`src/design/wfm_pkg.sv`:
```
`default_nettype none
package wfm_pkg;
	localparam int CarrierDepth = 64;
	localparam int ModDepth = 32;
	localparam int StepW = 42;
	localparam int AccW = 43;
	localparam logic [StepW-1:0] StepReset = 42'h080_0000_0000;

	typedef enum logic [1:0] {
		KIND_REG = 2'd0,
		KIND_WAVE = 2'd1,
		KIND_READ = 2'd2,
		KIND_TICK = 2'd3
	} kind_t;

	localparam logic [3:0] REG_VOL = 4'd0;
	localparam logic [3:0] REG_FLO = 4'd2;
	localparam logic [3:0] REG_FHI = 4'd3;
	localparam logic [3:0] REG_MOD = 4'd4;
	localparam logic [3:0] REG_MADDR = 4'd5;
	localparam logic [3:0] REG_MLO = 4'd6;
	localparam logic [3:0] REG_MHI = 4'd7;
	localparam logic [3:0] REG_MTAB = 4'd8;
	localparam logic [3:0] REG_MAST = 4'd9;
	localparam logic [3:0] REG_ENV = 4'd10;

	localparam logic [1:0] CFG_STEP = 2'd0;

	typedef struct packed {
		logic        start;
		logic        done;
	} clk_ctl_t;
endpackage
`default_nettype wire

```
`src/design/wfm_ram.sv`:
```
`default_nettype none
module wfm_ram #(
	parameter int Width = 8,
	parameter int Depth = 64
) (
	input  wire                       clk,
	input  wire                       we,
	input  wire [$clog2(Depth)-1:0]   waddr,
	input  wire [Width-1:0]           wdata,
	input  wire [$clog2(Depth)-1:0]   raddr,
	output logic [Width-1:0]          rdata
);
	logic [Width-1:0] mem_q [Depth];
	always_ff @(posedge clk) begin
		if (we) mem_q[waddr] <= wdata;
		rdata <= mem_q[raddr];
	end
endmodule
`default_nettype wire

```
`src/design/wfm_accum.sv`:
```
`default_nettype none
// bit-serial phase accumulator: adds step, then counts whole chip clocks
module wfm_accum (
	input  wire                          clk,
	input  wire                          arst_n,
	input  wire                          start,
	input  wire [wfm_pkg::StepW-1:0]     step,
	output logic                         busy,
	output logic [2:0]                   clocks
);
	import wfm_pkg::*;
	logic [AccW-1:0] acc_q;
	logic [StepW-1:0] addend_q;
	logic [5:0] cnt_q;
	logic carry_q;
	logic [AccW-1:0] acc_next;
	logic sbit, cout;

	assign sbit = (cnt_q < 6'(StepW)) ? addend_q[0] : 1'b0;
	assign {cout, acc_next[AccW-1]} = 2'(acc_q[0]) + 2'(sbit) + 2'(carry_q);
	assign acc_next[AccW-2:0] = acc_q[AccW-1:1];

	always_ff @(posedge clk or negedge arst_n) begin
		if (!arst_n) begin
			acc_q <= '0;
			cnt_q <= '0;
			busy <= 1'b0;
			carry_q <= 1'b0;
			addend_q <= '0;
			clocks <= '0;
		end else if (start) begin
			busy <= 1'b1;
			cnt_q <= '0;
			carry_q <= 1'b0;
			addend_q <= step;
		end else if (busy) begin
			// one sum bit per cycle, lsb first, rotating the accumulator
			acc_q <= acc_next;
			addend_q <= addend_q >> 1;
			carry_q <= cout;
			cnt_q <= cnt_q + 6'd1;
			if (cnt_q == 6'(AccW - 1)) begin
				busy <= 1'b0;
				clocks <= acc_next[AccW-1:40];
				acc_q <= {3'b000, acc_next[39:0]};
			end
		end
	end
endmodule
`default_nettype wire

```
`src/design/wfm_core.sv`:
```
`default_nettype none
// one chip clock per call: frequency adder, modulator, envelopes
module wfm_core (
	input  wire        clk,
	input  wire        arst_n,
	input  wire        go,
	input  wire [7:0]  r0,
	input  wire [7:0]  r2,
	input  wire [7:0]  r3,
	input  wire [7:0]  r4,
	input  wire [7:0]  r6,
	input  wire [7:0]  r7,
	input  wire [7:0]  r10,
	input  wire [2:0]  mod_entry,
	input  wire        gain_wr,
	input  wire        gain_sel,
	input  wire [5:0]  gain_val,
	input  wire        modpos_clr,
	output logic [4:0] mod_addr,
	output logic [5:0] gain0,
	output logic [5:0] gain1,
	output logic [5:0] wave_idx
);
	import wfm_pkg::*;
	logic [2:0] bit_phase_q;
	logic [18:0] freq_shift_q;
	logic [24:0] carrier_pos_q;
	logic [17:0] mod_pos_q;
	logic [7:0] mod_shift_q;
	logic [11:0] presc_q;
	logic [6:0] div_q [2];
	logic [5:0] gain_q [2];

	logic [17:0] mpos_n;
	logic [18:0] fs_n;
	logic [7:0] ms_n;
	logic [24:0] sum;
	logic [8:0] prod;
	logic signed [9:0] adj;
	logic signed [12:0] pdec, padd;
	logic env_go;

	// address the table with the stepped position so the entry is ready in the cycle after go
	assign mod_addr = mpos_n[17:13];
	assign gain0 = gain_q[0];
	assign gain1 = gain_q[1];
	assign wave_idx = carrier_pos_q[24:19];
	assign mpos_n = mod_pos_q + {6'd0, r7[3:0], r6};

	always_comb begin
		prod = '0;
		adj = '0;
		case (mod_entry[1:0])
			2'd1: prod = {3'd0, gain_q[1]};
			2'd2: prod = {2'd0, gain_q[1], 1'b0};
			2'd3: prod = {3'd0, gain_q[1]} + {2'd0, gain_q[1], 1'b0};
			default: prod = '0;
		endcase
		if (mod_entry[1:0] != 2'd0) begin
			if (mod_entry[2])
				adj = -$signed({1'b0, 9'(({3'd0, gain_q[1]} << 2) - prod)}) <<< 1;
			else
				adj = $signed({1'b0, prod}) <<< 1;
		end
		if (bit_phase_q == 3'd0) begin
			fs_n = {7'd0, r3[3:0], r2};
			if (r7[7]) ms_n = 8'h80;
			else if (adj > 10'sd127) ms_n = 8'hff;
			else if (adj < -10'sd128) ms_n = 8'h00;
			else ms_n = 8'(adj + 10'sd128);
		end else begin
			fs_n = freq_shift_q << 1;
			ms_n = mod_shift_q >> 1;
		end
		sum = carrier_pos_q + {6'd0, fs_n};
		pdec = $signed(presc_q) - 13'sd1;
		padd = pdec + $signed({1'b0, 12'({2'd0, r10} + {1'b0, r10, 1'b0})});
		env_go = pdec <= 13'sd0;
	end

	// modulation table entry is read from the registered ram in the cycle after go
	logic go_s1;
	always_ff @(posedge clk or negedge arst_n) begin
		if (!arst_n) begin
			go_s1 <= 1'b0;
			bit_phase_q <= '0;
			freq_shift_q <= '0;
			carrier_pos_q <= '0;
			mod_pos_q <= '0;
			mod_shift_q <= '0;
			presc_q <= '0;
			div_q[0] <= '0;
			div_q[1] <= '0;
			gain_q[0] <= '0;
			gain_q[1] <= '0;
		end else begin
			go_s1 <= go;
			if (go && bit_phase_q == 3'd0) mod_pos_q <= mpos_n;
			if (modpos_clr) mod_pos_q <= '0;
			if (gain_wr) gain_q[gain_sel] <= gain_val;
			if (go_s1) begin
				freq_shift_q <= fs_n;
				mod_shift_q <= ms_n;
				if (ms_n[0]) carrier_pos_q <= sum;
				bit_phase_q <= bit_phase_q + 3'd1;
				if (!env_go) presc_q <= pdec[11:0];
				else if (padd < -13'sd1024) presc_q <= 12'hc00;
				else presc_q <= padd[11:0];
				if (env_go) begin
					for (int x = 0; x < 2; x++) begin
						logic [7:0] r;
						r = (x == 0) ? r0 : r4;
						if (!r[7] && !r3[6]) begin
							if (div_q[x] == 7'd0) begin
								if (r[6]) begin
									if (gain_q[x] < 6'h3f) gain_q[x] <= gain_q[x] + 6'd1;
								end else if (gain_q[x] > 6'd0) gain_q[x] <= gain_q[x] - 6'd1;
								div_q[x] <= {1'b0, r[5:0]};
							end else div_q[x] <= div_q[x] - 7'd1;
						end
					end
				end
			end
		end
	end
endmodule
`default_nettype wire

```
`src/design/wavetable_fm_sound_channel.sv`:
```
`default_nettype none
// channel   dir   payload
// s_axis    in    tuser=kind, tdata=offset,write_data,open_bus
// m_axis    out   tdata=read_data,sample
// apb       in    step_increment at address 0
// a write or read goes straight to the result; a tick runs the serial
// accumulator add, then a go and a wait state per chip clock (up to 4) with
// the wave read after the last one, then two sample states and the result.
// reset clears all state; the tables are cleared by a sweep of all 64 addresses
// after reset during which s_axis_tready is low. a stalled result holds the block.
module wavetable_fm_sound_channel #(
	parameter int CarrierDepth = wfm_pkg::CarrierDepth,
	parameter int ModDepth = wfm_pkg::ModDepth
) (
	input  wire         clk,
	input  wire         arst_n,
	input  wire         s_axis_tvalid,
	output logic        s_axis_tready,
	input  wire  [1:0]  s_axis_tuser,  // kind
	input  wire  [23:0] s_axis_tdata,  // offset, write_data, open_bus
	output logic        m_axis_tvalid,
	input  wire         m_axis_tready,
	output logic [23:0] m_axis_tdata,  // read_data, sample, zero pad
	input  wire         psel,
	input  wire         penable,
	input  wire         pwrite,
	input  wire  [3:0]  paddr,
	input  wire  [63:0] pwdata,
	output logic [63:0] prdata,
	output logic        pready
);
	import wfm_pkg::*;
	typedef enum logic [3:0] {
		S_CLR, S_IDLE, S_ACC, S_CLK, S_CLKW, S_WAV, S_SMP, S_SMP2, S_OUT
	} st_t;
	st_t st_q;
	logic [StepW-1:0] step_q;
	logic [7:0] regs_q [11];
	logic [5:0] clr_q;
	logic [2:0] nclk_q;
	logic [7:0] rd_q;
	logic [11:0] smp_q;

	assign pready = 1'b1;
	assign prdata = {22'd0, step_q};

	logic acc_busy, acc_start;
	logic [2:0] acc_clocks;
	wfm_accum u_acc (.clk, .arst_n, .start(acc_start), .step(step_q),
		.busy(acc_busy), .clocks(acc_clocks));

	logic [4:0] mod_addr;
	logic [5:0] gain0, gain1, wave_idx;
	logic [2:0] mod_entry;
	logic [5:0] wave_q;
	logic core_go, item_acc, is_reg, gain_wr, modpos_clr;
	assign item_acc = s_axis_tvalid && s_axis_tready;
	assign is_reg = item_acc && s_axis_tuser == KIND_REG && s_axis_tdata[5:0] <= 6'd10;
	assign gain_wr = is_reg && (s_axis_tdata[5:0] == 6'(REG_VOL) ||
		s_axis_tdata[5:0] == 6'(REG_MOD)) && s_axis_tdata[13];
	assign modpos_clr = is_reg && (s_axis_tdata[5:0] == 6'(REG_MHI) ||
		s_axis_tdata[5:0] == 6'(REG_MTAB));
	assign core_go = st_q == S_CLK;

	wfm_core u_core (.clk, .arst_n, .go(core_go), .r0(regs_q[0]), .r2(regs_q[2]),
		.r3(regs_q[3]), .r4(regs_q[4]), .r6(regs_q[6]), .r7(regs_q[7]),
		.r10(regs_q[10]), .mod_entry, .gain_wr, .gain_sel(s_axis_tdata[2]),
		.gain_val(s_axis_tdata[11:6]), .modpos_clr, .mod_addr, .gain0, .gain1,
		.wave_idx);

	logic clr;
	logic mwe, cwe;
	assign clr = st_q == S_CLR;
	assign mwe = clr || (is_reg && s_axis_tdata[5:0] == 6'(REG_MTAB));
	assign cwe = clr || (item_acc && s_axis_tuser == KIND_WAVE && regs_q[9][7]);
	wfm_ram #(.Width(3), .Depth(ModDepth)) u_mram (.clk, .we(mwe),
		.waddr(clr ? clr_q[$clog2(ModDepth)-1:0] : regs_q[5][$clog2(ModDepth)-1:0]),
		.wdata(clr ? 3'd0 : s_axis_tdata[8:6]), .raddr(mod_addr), .rdata(mod_entry));
	wfm_ram #(.Width(6), .Depth(CarrierDepth)) u_cram (.clk, .we(cwe),
		.waddr(clr ? clr_q : s_axis_tdata[5:0]),
		.wdata(clr ? 6'd0 : s_axis_tdata[11:6]), .raddr(wave_idx), .rdata(wave_q));

	logic [5:0] k;
	logic [13:0] num;
	assign k = (gain0 > 6'h20) ? 6'h20 : gain0;
	assign acc_start = item_acc && s_axis_tuser == KIND_TICK;
	assign s_axis_tready = st_q == S_IDLE;
	assign m_axis_tvalid = st_q == S_OUT;
	assign m_axis_tdata = {4'd0, smp_q, rd_q};

	always_ff @(posedge clk or negedge arst_n) begin
		if (!arst_n) begin
			st_q <= S_CLR;
			clr_q <= '0;
			step_q <= StepReset;
			for (int i = 0; i < 11; i++) regs_q[i] <= '0;
			nclk_q <= '0;
			rd_q <= '0;
			smp_q <= '0;
			num <= '0;
		end else begin
			if (psel && penable && pwrite && paddr[3:2] == CFG_STEP)
				step_q <= pwdata[StepW-1:0];
			case (st_q)
				S_CLR: begin
					clr_q <= clr_q + 6'd1;
					if (clr_q == 6'(CarrierDepth - 1)) st_q <= S_IDLE;
				end
				S_IDLE: if (item_acc) begin
					rd_q <= '0;
					smp_q <= '0;
					if (is_reg) begin
						regs_q[s_axis_tdata[3:0]] <= s_axis_tdata[13:6];
						if (s_axis_tdata[5:0] == 6'(REG_MHI)) regs_q[REG_MADDR] <= '0;
						if (s_axis_tdata[5:0] == 6'(REG_MTAB))
							regs_q[REG_MADDR] <= {3'd0, 5'(regs_q[REG_MADDR] + 8'd1)};
					end
					if (s_axis_tuser == KIND_READ) begin
						if (s_axis_tdata[5:0] == 6'd0)
							rd_q <= {s_axis_tdata[21:20], gain0};
						else if (s_axis_tdata[5:0] == 6'd2)
							rd_q <= {s_axis_tdata[21:20], gain1};
						else rd_q <= s_axis_tdata[21:14];
					end
					st_q <= (s_axis_tuser == KIND_TICK) ? S_ACC : S_OUT;
				end
				S_ACC: if (!acc_busy && !acc_start) begin
					nclk_q <= acc_clocks;
					st_q <= (acc_clocks == 3'd0) ? S_SMP : S_CLK;
				end
				S_CLK: begin
					nclk_q <= nclk_q - 3'd1;
					st_q <= S_CLKW;
				end
				S_CLKW: st_q <= (nclk_q == 3'd0) ? S_WAV : S_CLK;
				// wave ram read follows the last carrier position update
				S_WAV: st_q <= S_SMP;
				S_SMP: begin
					num <= (14'(wave_q) * 14'(k)) << 2;
					st_q <= S_SMP2;
				end
				S_SMP2: begin
					case (regs_q[9][1:0])
						2'd0: smp_q <= 12'(num >> 1);
						2'd1: smp_q <= 12'(({15'd0, num} * 29'd21846) >> 16);
						2'd2: smp_q <= 12'(num >> 2);
						default: smp_q <= 12'(({15'd0, num} * 29'd13108) >> 16);
					endcase
					st_q <= S_OUT;
				end
				S_OUT: if (m_axis_tready) st_q <= S_IDLE;
				default: st_q <= S_IDLE;
			endcase
		end
	end
endmodule
`default_nettype wire

```
`config.mk`:
```
export PLATFORM = sky130hd
export DESIGN_NAME = wavetable_fm_sound_channel
export DESIGN_NICKNAME = d
export VERILOG_FILES = /design/src/design/wfm_pkg.sv /design/src/design/wfm_ram.sv /design/src/design/wfm_accum.sv /design/src/design/wfm_core.sv /design/src/design/wavetable_fm_sound_channel.sv
export SDC_FILE = /design/constraint.sdc
export NUM_CORES = 2
export LEC_CHECK = 0
export BUFFER_PORTS_ARGS = -buffer_cell sky130_fd_sc_hd__buf_2
export CAP_MARGIN = 20
export CORE_MARGIN = 10
export CORE_UTILIZATION = 59
export CTS_BUF_LIST = sky130_fd_sc_hd__clkbuf_8 sky130_fd_sc_hd__clkbuf_16
export DETAILED_ROUTE_END_ITERATION = 10
export GPL_TIMING_DRIVEN = 0
export PLACE_DENSITY = 0.77
export SLEW_MARGIN = 20
export SYNTH_ARGS = -nofsm -noshare
export SYNTH_HDL_FRONTEND = slang
export SYNTH_HIERARCHICAL = 1
export SYNTH_SLANG_ARGS = --single-unit
```
`constraint.sdc`:
```
create_clock -name clk -period 12.56 [get_ports clk]
set_clock_uncertainty 0.05 [all_clocks]
set_input_delay 3.14 -clock clk [delete_from_list [all_inputs] [get_ports clk]]
set_output_delay 3.14 -clock clk [all_outputs]
set_load 0.02 [all_outputs]
```
==> summary.md <==
| Metric | Value |
|---|---|
| Die X | `296 um` |
| Comb pwr share | `43.4%` |
| WHS Path Cells | `2` |
| Clock Path Buffers | `3` |
| Crit path kind | `flop to flop` |
| Final non-filler cell total | `4,970` |
| Placed Area | `47,300 um^2` |
| Relative slew slack | `20.2%` |
| WL per Instance | `21.8 um` |
| Final setup vio count | `0` |
| Int Pwr | `6.94 mW` |
| R2R depth | `18` |
| Residual DRC | `0` |
| Max-slew violations | `0` |
| Startpoint Class | `flop` |
| Syn avg cell area | `12.3 um^2` |
| Seq pwr share | `34.1%` |
| Worst vdd rail ir drop | `199 uV` |
| Initial Util | `59.3%` |
| Measured slew at the worst slew-check pin | `1190 ps` |
| Pwr per Cell Area | `227 nW/um^2` |
| Worst EP required | `13,020 ps` |
| Routability congestion estimate | `0.887` |
| Worst r2r src | `num[9]$_DFFE_PN0P_` |
| Root Buffer Master | `clkbuf_16` |
| Input/output buffers | `136` |
| Final core occ | `66.3%` |
| Worst setup margin | `6550 ps` |
| Cell Area, Synth | `44,900 um^2` |
| MaxCap Viol Count | `0` |
| Crit path DAT | `6470 ps` |
| Die ar. | `87,600 um^2` |
| Crit path from | `num[9]$_DFFE_PN0P_` |
| Post-detailed-route count of antenna-violating nets | `0` |
| Post-CTS Setup Bufs | `0` |
| Clock net sink count | `840` |
| Sw Share | `39.2%` |
| Final Cell Area | `50,200 um^2` |
| Clk network pwr share | `22.5%` |
| Min Clock Period, post-route | `6010 ps` |
| Syn-to-layout area delta | `11.8%` |
| Nets | `4,365` |
| Cells after DPL | `4,805` |
| H-tree depth | `3` |
| TritonRoute pass-1 iters | `5` |
| Leakage | `21.5 nW` |
| Synth warnings | `6` |
| First-pass GRT wire length | `170 mm` |
| Outcome | `completed` |
| Hold Path Origin | `u_acc/acc_q[32]$_DFFE_PN0P_` |
| Via Count | `30,100` |
| Place WS | `6140 ps` |
| Clock network latency to the later pin of the worst-skew pair | `650 ps` |
| Core box area | `75,700 um^2` |
| Gr usage total | `24.7%` |
| Clk pin slew, worst setup/hold paths | `60 ps` |
| RSZ-0062 raised after global routing | `no` |
| Worst Hold Class | `flop to flop` |
| Final period util | `47.9%` |
| CTS tree | `done` |
| Iteration-0 DRC count of the detailed router | `2,507` |
| Setup TNS Final | `0 ps` |
| Via/cell ratio | `6.06` |
| CTS Buf Count | `87` |
| Fillers | `5,363` |
| DP HPWL | `75.9 mm` |
| Vias in the first global route | `30,600` |
| Initial antenna violation count | `5` |
| Die span in y | `296 um` |
| Maximum clock frequency | `166 MHz` |
| Crit end category | `flop` |
| Psw | `4.47 mW` |
| # hold bufs at CTS | `0` |
| Layout cells sized above 1 | `16.6%` |
| Total grt overflow | `0` |
| Largest net degree at the start of global routing | `97` |
| Hold Fails Final Rpt | `0` |
| DRT Wirelength | `108 mm` |
| Worst Path Max Fanout | `11` |
| Post-cts resize count | `0` |
| Ports | `192` |
| Cell count after synthesis | `3,649` |
| Row count | `101` |
path summary, 6_finish.rpt:
| path | to | slack, ps |
|---|---|---|
| setup reg to reg | smp_q[8]$_DFFE_PN0P_ | 6550 |
| max in group asynchronous | u_acc/acc_q[10]$_DFFE_PN0P_ | 9070 |
| hold reg to reg | u_acc/acc_q[31]$_DFFE_PN0P_ | 420 |
| min in group asynchronous | u_core/mod_pos_q[17]$_DFFE_PN0P_ | 2420 |
| setup / recovery | smp_q[8]$_DFFE_PN0P_ | 6550 |
| hold / removal | u_acc/acc_q[31]$_DFFE_PN0P_ | 420 |
layout by cell type (no fill, tap or decap), drive strengths merged, types with 54 or more instances in the layout:
| master | n |
|---|---|
| edfxtp | 480 |
| nand2 | 413 |
| dfrtp | 350 |
| inv | 284 |
| ha | 247 |
| nor2 | 240 |
| buf | 233 |
| clkbuf | 194 |
| o21ai | 174 |
| mux2 | 130 |
| mux4 | 125 |
| a21oi | 123 |
| fa | 101 |
| mux2i | 81 |
| xnor2 | 60 |
| nand3 | 54 |
power by group through the flow:
stage               combinational, mW  clock, mW  sequential [mW]
floorplan                        3.51          0             3.90
global placement                 4.59          0             3.97
CTS                              4.92       2.60             3.88
global route                     5.58       2.72             3.94
detailed placement               4.87          0             3.93
finish                           4.94       2.57             3.89
state kept, by name, indices dropped and copies added, names as in the netlist, 12 cells and up:
name                  count
num                      12
u_mram/mem_q             96
u_acc/addend_q           42
u_acc/acc_q              43
u_core/freq_shift_q      18
u_core/carrier_pos_q     25
regs_q                   58
u_core/presc_q           12
u_core/mod_pos_q         18
u_core/div_q             14
smp_q                    12
u_cram/mem_q            384
step_q                   42
layout make-up:
cell class                      count  area, um^2  share of cell area, %
Buffer                            180         952                   1.90
Clock buffer                       94        2300                   4.57
Inverter                          270        1010                   2.02
Clock inverter                     69         576                   1.15
Timing Repair Buffer              153        1060                   2.12
Tap cell                          978        1220                   2.44
Multi-Input combinational cell   2384       19700                   39.3
Antenna cell                        2        5.00                0.00997
Sequential cell                   840       23400                   46.5
per-stage QoR:
| step | hold WS, ps | total power [mW] |
|---|---|---|
| final | 416 | 11.4 |
| after CTS | 416 | 11.4 |
| after floorplan | 389 | 7.41 |
| after detailed placement | 403 | 8.80 |
| after global placement | 396 | 8.57 |
| after global routing | 440 | 12.2 |
metal layers:
metal	track usage (%)	vias to the layer above	part of all wire [%]
met1	32.5	14900	40
met2	40.9	1281	49
met5	0	-	0.043
met4	9.08	8	3.4
li1	-	13700	-
met3	4.56	267	8.1
critical path: stages (launching register included):
cell and delay [ps]:
dfrtp_1 590, ha_1 500, inv_1 100, fa_1 550, inv_1 70, fa_1 540, inv_1 60, fa_1 530
inv_1 50, fa_1 470, ha_1 390, a211oi_2 240, nand2_1 150, a2111oi_4 470, nor3_1 170, o31a_1 330
or3_1 310, a31oi_1 200, o21ai_1 90
(Power assumes the default switching activity.)
